--- config.mk ---
export PLATFORM = sky130hd
export DESIGN_NAME = atpt_div
export DESIGN_NICKNAME = d
export VERILOG_FILES = /design/src/hdl/atpt_pkg.sv /design/src/hdl/atpt_div.sv
export SDC_FILE = /design/constraint.sdc
export NUM_CORES = 1
export LEC_CHECK = 0
export BUFFER_PORTS_ARGS = -buffer_cell sky130_fd_sc_hd__buf_4
export CORE_UTILIZATION = 30
export DETAILED_ROUTE_END_ITERATION = 8
export GPL_TIMING_DRIVEN = 0
export PLACE_DENSITY = 0.56
export SLEW_MARGIN = 25
export SYNTH_ARGS = -nofsm -noshare
export SYNTH_HDL_FRONTEND = slang
export SYNTH_SLANG_ARGS = --single-unit
--- constraint.sdc ---
create_clock -name i_clk -period 8.9 [get_ports i_clk]
set_input_delay 1.78 -clock i_clk [delete_from_list [all_inputs] [get_ports i_clk]]
set_output_delay 1.78 -clock i_clk [all_outputs]
set_load 0.02 [all_outputs]
--- src/hdl/atpt_pkg.sv ---
// ----------------------------------------------------------------------------
// atpt_pkg
// shared widths, codes and types of the address tally and promotion table
// ----------------------------------------------------------------------------
package atpt_pkg;

    localparam int ADDR_W     = 24;
    localparam int INDEX_W    = 48;
    localparam int TALLY_W    = 16;
    localparam int CLK_W      = 32;
    localparam int RATE_W     = 27;
    localparam int AGE_W      = 64;
    localparam int SLOT_W     = 5;
    localparam int CFG_IDX_W  = 2;
    localparam int CFG_DATA_W = 32;

    // index * 3200 + rate / 2 stays below 2^60
    localparam int NUM_W      = 60;

    localparam int PENDING_DEF = 16;
    localparam int TRACKED_DEF = 32;

    localparam logic [TALLY_W-1:0] TALLY_MAX     = '1;
    localparam logic [TALLY_W-1:0] DEF_THRESHOLD = 16'd1;
    localparam logic [CLK_W-1:0]   DEF_IDLE      = 32'd16384;
    localparam logic [RATE_W-1:0]  DEF_RATE      = 27'd4000000;

    localparam logic [CFG_IDX_W-1:0] REG_THRESHOLD = 2'd0;
    localparam logic [CFG_IDX_W-1:0] REG_IDLE      = 2'd1;
    localparam logic [CFG_IDX_W-1:0] REG_RATE      = 2'd2;

    typedef enum logic [1:0] {
        ST_COUNTED  = 2'd0,
        ST_TRACKED  = 2'd1,
        ST_REJECTED = 2'd2
    } t_status;

    typedef struct packed {
        logic                start;
        logic [INDEX_W-1:0]  index;
        logic [RATE_W-1:0]   rate;
    } t_div_req;

    typedef struct packed {
        logic               done;
        logic [CLK_W-1:0]   quot;
    } t_div_rsp;

endpackage

--- src/hdl/atpt_div.sv ---
// ----------------------------------------------------------------------------
// atpt_div
// native clock from sample index: (index * 3200 + rate / 2) / rate, bit serial
// ----------------------------------------------------------------------------
module atpt_div
    import atpt_pkg::*;
(
    input  logic     i_clk,
    input  logic     i_rst_n,
    input  t_div_req i_req,
    output t_div_rsp o_rsp
);

    localparam int CNT_W = $clog2(NUM_W);

    typedef enum logic [1:0] {
        D_IDLE,
        D_MUL,
        D_DIV
    } t_dstate;

    t_dstate             r_state;
    logic                r_done;
    logic [NUM_W-1:0]    r_num;
    logic [INDEX_W-1:0]  r_index;
    logic [RATE_W-1:0]   r_rate;
    logic [RATE_W-1:0]   r_rem;
    logic [CLK_W-1:0]    r_quot;
    logic [CNT_W-1:0]    r_cnt;

    logic [NUM_W-1:0]    ext_idx;
    logic [RATE_W:0]     trial;
    logic                qbit;

    assign ext_idx = NUM_W'(r_index);
    assign trial   = {r_rem, r_num[NUM_W-1]};
    assign qbit    = (trial >= {1'b0, r_rate});

    always_ff @(posedge i_clk) begin
        if (!i_rst_n) begin
            r_state <= D_IDLE;
            r_done  <= 1'b0;
        end else if (i_req.start) begin
            r_index <= i_req.index;
            r_rate  <= i_req.rate;
            r_done  <= 1'b0;
            r_state <= D_MUL;
            r_num   <= (NUM_W'(i_req.index) << 11) + (NUM_W'(i_req.index) << 10);
        end else begin
            case (r_state)
                D_MUL: begin
                    r_num   <= r_num + (ext_idx << 7) + NUM_W'(r_rate >> 1);
                    r_rem   <= '0;
                    r_cnt   <= CNT_W'(NUM_W - 1);
                    r_state <= D_DIV;
                end
                D_DIV: begin
                    r_rem  <= qbit ? RATE_W'(trial - {1'b0, r_rate}) : RATE_W'(trial);
                    r_num  <= r_num << 1;
                    r_quot <= {r_quot[CLK_W-2:0], qbit};
                    r_cnt  <= r_cnt - 1'b1;
                    if (r_cnt == '0) begin
                        r_done  <= 1'b1;
                        r_state <= D_IDLE;
                    end
                end
                default: ;
            endcase
        end
    end

    assign o_rsp.done = r_done;
    assign o_rsp.quot = r_quot;

endmodule
### After elaboration in Yosys (flattened, before gate mapping)

Index checks and enable logic that the tools add are counted.

* mux-type cells: 8
* eq/ne operators: 4
* bitwise gates (word level): 2
* add/subtract/negate cells: 5
* magnitude comparators: 1
* reduce and logical (&&, ||, !) cells: 11

Operators with widths (count)
* 60-bit case mux with 2 select lines: 1
* 59-bit by 58-bit adder with 60-bit output: 1
* 60-bit by 26-bit adder with 60-bit output: 1
* 60-bit by 55-bit adder with 60-bit output: 1
* 60-bit two-way mux: 1
* 27-bit case mux with 2 select lines: 1
* 28-bit by 27-bit >= comparator with 1-bit output: 1
* 27-bit two-way mux: 1
* 27-bit subtractor: 1
* 6-bit case mux with 2 select lines: 1
* 2-bit AND reduction: 5
* 6-bit zero test: 1
* 3-bit AND reduction: 2
* 6-bit by 1-bit subtractor with 6-bit output, second input constant: 1
* 2-bit case mux with 2 select lines: 1
* 3-bit != test, second input constant: 1
* 3-bit nonzero test: 1
* 2-bit by 1-bit equality test with 1-bit output, second input constant: 1
* 2-bit equality test, second input constant: 1
* 2-bit two-way mux: 1
* 2-bit != test, second input constant: 1
* 1-bit NOT: 2
* 2-bit nonzero test: 1
* 2-bit OR reduction: 1
* 1-bit two-way mux: 1

* bits of input ports: 78
* register bits: 203
* logic and storage cells: 40

### Logic depth before layout (Yosys ltp)

* depth in word-level cells: 4
* mapped depth: 14
* mapped depth without buffers: 14

### Least setup slack after synthesis

No wires, ideal clock.

* path kind: input to register
* start: input i_req[75] in the netlist's numbering
* end: register r_cnt[0], enable pin
* slack: 3.555 ns
* arrival time: 4.874 ns
* stages: 4
* data required time: 8.429 ns
* path through: clkbuf_1 > clkbuf_1 > clkbuf_1 > nor3b_1

* word-level cells in the longest chain between the ends: 2

RTL lines
* start, declared: RTL line atpt_div.sv:10 `input t_div_req i_req,`
* 1-bit NOT (no line)
* 3-bit AND reduction (no line)
* end signal, assigned: RTL line atpt_div.sv:54 `r_cnt <= CNT_W'(NUM_W - 1);`
* end signal, assigned: RTL line atpt_div.sv:61 `r_cnt <= r_cnt - 1'b1;`
* end, declared: RTL line atpt_div.sv:29 `logic [CNT_W-1:0] r_cnt;`

Every way passes these cells.
A chain may end at the register's enable or synchronous reset.

### Worst setup path after layout

* start: input i_req[28] in the netlist's numbering
* end: register r_num[59], data pin

* word-level cells in the longest chain between the ends: 2

RTL lines
* 59-bit by 58-bit adder with 60-bit output: RTL line atpt_div.sv:48 `r_num <= (NUM_W'(i_req.index) << 11) + (NUM_W'(i_req.index) << 10);`
* 60-bit two-way mux: RTL line atpt_div.sv:43 `end else if (i_req.start) begin`
* end signal, assigned: RTL line atpt_div.sv:48
* end signal, assigned: RTL line atpt_div.sv:52 `r_num <= r_num + (ext_idx << 7) + NUM_W'(r_rate >> 1);`
* end signal, assigned: RTL line atpt_div.sv:59 `r_num <= r_num << 1;`
* end, declared: RTL line atpt_div.sv:24 `logic [NUM_W-1:0] r_num;`

Every way passes these cells.

==> implementation parameters <==
Parameter                              Value

Run status
  Status    finished clean

Run
  Maximum Capacitance Violations    0

Synth
  Predominant post-synthesis flop cell    edfxtp_1
  Number of flops mapped to enable cells by yosys    200
  Cells taking the most area after synthesis    edfxtp_1, ha_1, a21oi_1, xnor2_1, nand2_1
  Number of register bits inferred by synthesis    a little over 200
  Netlist cell types    96
  Syn_area_per_cell    9.81 um2
  Synthesized net count    roughly 1,900
  Ys Warns    0
  Share of Yosys cell area claimed by the top area cell type    0.371
  Post-synthesis async set-or-reset flop share    0
  Share of synthesized area occupied by flip-flops and latches    0.375
  Syn Std Cell Area    ~16,000 um2
  Area leader, netlist    edfxtp_1
  Cell with the most instances after synthesis    edfxtp_1
  Gate Count Post-Synth    about 1,700
  List of most frequent post-synthesis cells    edfxtp_1, ha_1, a21oi_1

Drt
  Met3 Routed Length    between 2 and 2.5 mm
  Highest routed metal layer    met4
  Routed met2 length    22.7 mm
  Wire length per cell after detailed routing    19.3 um
  Count of routing violations after the opening detailed-route iteration    slightly above 800
  Pre-antenna DRT Iters    5
  ANT nets after route    0
  Number of remaining DRC errors    0
  DR vias/cell    5.30
  Overall routed net length    slightly below 50 mm
  Number of vias after detailed routing    around 13,000
  Metal1 wirelength    between 20 and 25 mm

Clock network
  Post-CTS resize count    0
  Maximum count of clock buffers along a single path    3
  Count of buffers added by post-CTS timing repair for setup    0
  Count of H-tree levels built during CTS    1
  Hold-fix buffer count after cts    0
  Clock sink count    approximately 200
  Library cell used as clock root buffer    clkbuf_16
  CTS tree    built
  Insertion delay to the later sink of the worst-skew pair    roughly 0.56 ns
  TritonCTS buffer count    25
  Clock-pin slew on the worst setup and hold paths    around 0.060 ns

Timing
  Unrepaired setup endpoints after global routing    false
  Final critical delay including setup and external delays    4.87 ns
  Number of failing hold endpoints at the final stage    0
  Worst-case headroom to the max-slew limit    0.283
  Max Clk Rate    ~0.21 GHz
  Max Transition Viols Final    0
  Transition at the pin with the smallest max-transition slack    around 1.1 ns
  Post-route clock skew    between 0.02 and 0.03 ns
  Fin crit share    0.547
  Crit path setup slack, layout    4.03 ns
  Final setup violation count    0
  Final sum of negative setup slack    0 ns

Floorplanning
  Initial Util    0.306
  Vertical extent of the die    234 um
  Io pins    111
  Die area    around 55,000 um2
  Standard-cell rows    84
  Die W    around 230 um
  Core area    between 50,000 and 60,000 um2

Global route
  Number of antenna violations at the first check in global routing    1
  Maximum number of pins on one net before global-route repair    between 40 and 50
  First-pass GRT wire length    approximately 74 mm
  GRT Residual Overflow    0
  Number of global-route vias before repair    around 13,000
  Total global routing track utilization    0.175

Cells and area
  Final core occ    0.355
  Design Area, Final    approximately 19,000 um2
  Storage element area    about 6100 um2
  Final instance count without filler cells    between 2,000 and 2,500
  Multi-input combinational cell area    9600 um2
  Proportion of layout cells with a drive suffix above 1    0.122
  Filler cell count    about 5,500
  Number of nets in the finished design    between 2,000 and 2,500
  Area added between synthesis and finish    16.2%

Setup path
  CP endpoint kind    flop
  Maximum net fanout on the critical path    4
  Crit start category    input pin
  Worst setup path class    in2reg
  Worst-case register-to-register setup slack    4.80 ns
  Arrival time reported for the critical path endpoint    5.23 ns
  Endpoint required time on the critical path    just over 9 ns

Placed design
  Pre-CTS WS    about 3.5 ns
  GPL Wtd Cong    around 0.93
  Number of cells after detailed placement    2,455
  Number of port buffers    between 100 and 150
  Detail Placement HPWL    between 30 and 40 mm
  Cell Area, Placed    between 15,000 and 20,000 um2

Min path
  Kind of path behind the tightest hold check    reg2reg

Power and ir drop
  Reported leakage power    around 7.7 nW
  Peak VDD IR    between 0.1 and 0.15 mV
  Power per cell area    202 nW/um2
worst paths after layout:
check                                start  cells past startpoint         end
worst min register to register  r_quot[22]                      0  r_quot[23]
worst max register to register   r_rate[2]                     13   r_num[59]
worst min-delay path            r_quot[22]                      0  r_quot[23]
worst max-delay path             i_req[28]                     14   r_num[59]
placed cells by master, fill, tap and decap left out, types with 22 or more instances in the layout:
cell type  netlist  final
a211oi_1        32     32
a21o_1          68     68
a21oi_1        159    159
buf_4            2    116
clkbuf_1        43     45
clkbuf_16        0     25
edfxtp_1       200    200
fa_1            22     22
ha_1           171    171
inv_1           75     75
mux2i_1         32     32
nand2_1        152    152
nand3_1         35     35
nor2_1         127    126
nor3_1          25     25
o21ai_0         65     65
xnor2_1         67     67
xor2_1          41     41
through the flow:
stage | power (W) | hold slack, ns
after CTS | 0.00383 | 0.452
after floorplan | 0.00239 | 0.473
after global placement | 0.00275 | 0.435
final | 0.00381 | 0.451
after global routing | 0.00405 | 0.466
after detailed placement | 0.00277 | 0.439
metal layers:
layer / GRT usage / up-vias
met5: 0 / -
met4: 0.0455 / 0
met3: 0.0202 / 63
met2: 0.301 / 326
met1: 0.231 / 6390
li1: - / 6464
report_power, final:
group,leakage [nW],switching [W],internal (W)
Combinational,5.43,0.000917,0.000640
Clock,0.396,0.000409,0.000623
Sequential,1.88,0.0000574,0.00116
state kept, by name (all words and copies together), names as in the netlist:
signal	cells
r_index	48
r_quot	32
r_cnt	6
r_rate	27
r_state	2
r_rem	27
r_done	1
r_num	60
cell type report:
| type | count | share of cell area |
|---|---|---|
| diodes | 1 | 0.000133 |
| plain buffers | 59 | 0.0134 |
| clock buffers | 27 | 0.0337 |
| clock inverters | 16 | 0.00932 |
| inverters | 75 | 0.0150 |
| multi-input cells | 1313 | 0.511 |
| flip-flops and latches | 203 | 0.323 |
| well taps | 688 | 0.0458 |
| repair buffers | 117 | 0.0495 |
kinds of logic after synthesis:
kind of cell / Yosys count / share of synthesized area
AO/OA/AOI/OAI: 518 / 0.218
AND/OR/NAND/NOR: 459 / 0.134
flip-flops: 203 / 0.375
adder cells (fa/ha/maj): 193 / 0.159
buffers and inverters: 134 / 0.0330
XOR/XNOR: 108 / 0.0585
multiplexers: 35 / 0.0223
critical path, cell delays in order:
cell and delay (ns):
buf_4 0.11, ha_1 0.22, inv_1 0.07, fa_1 0.39, nand2b_1 0.19, a21oi_2 0.22
o2111ai_2 0.27, a2111oi_4 0.55, o21ai_2 0.20, a21oi_1 0.25, nor4_1 0.08, o21ai_1 0.37
a211oi_1 0.16, a2111oi_2 0.35
No activity file was read; power rests on OpenSTA's default activity.
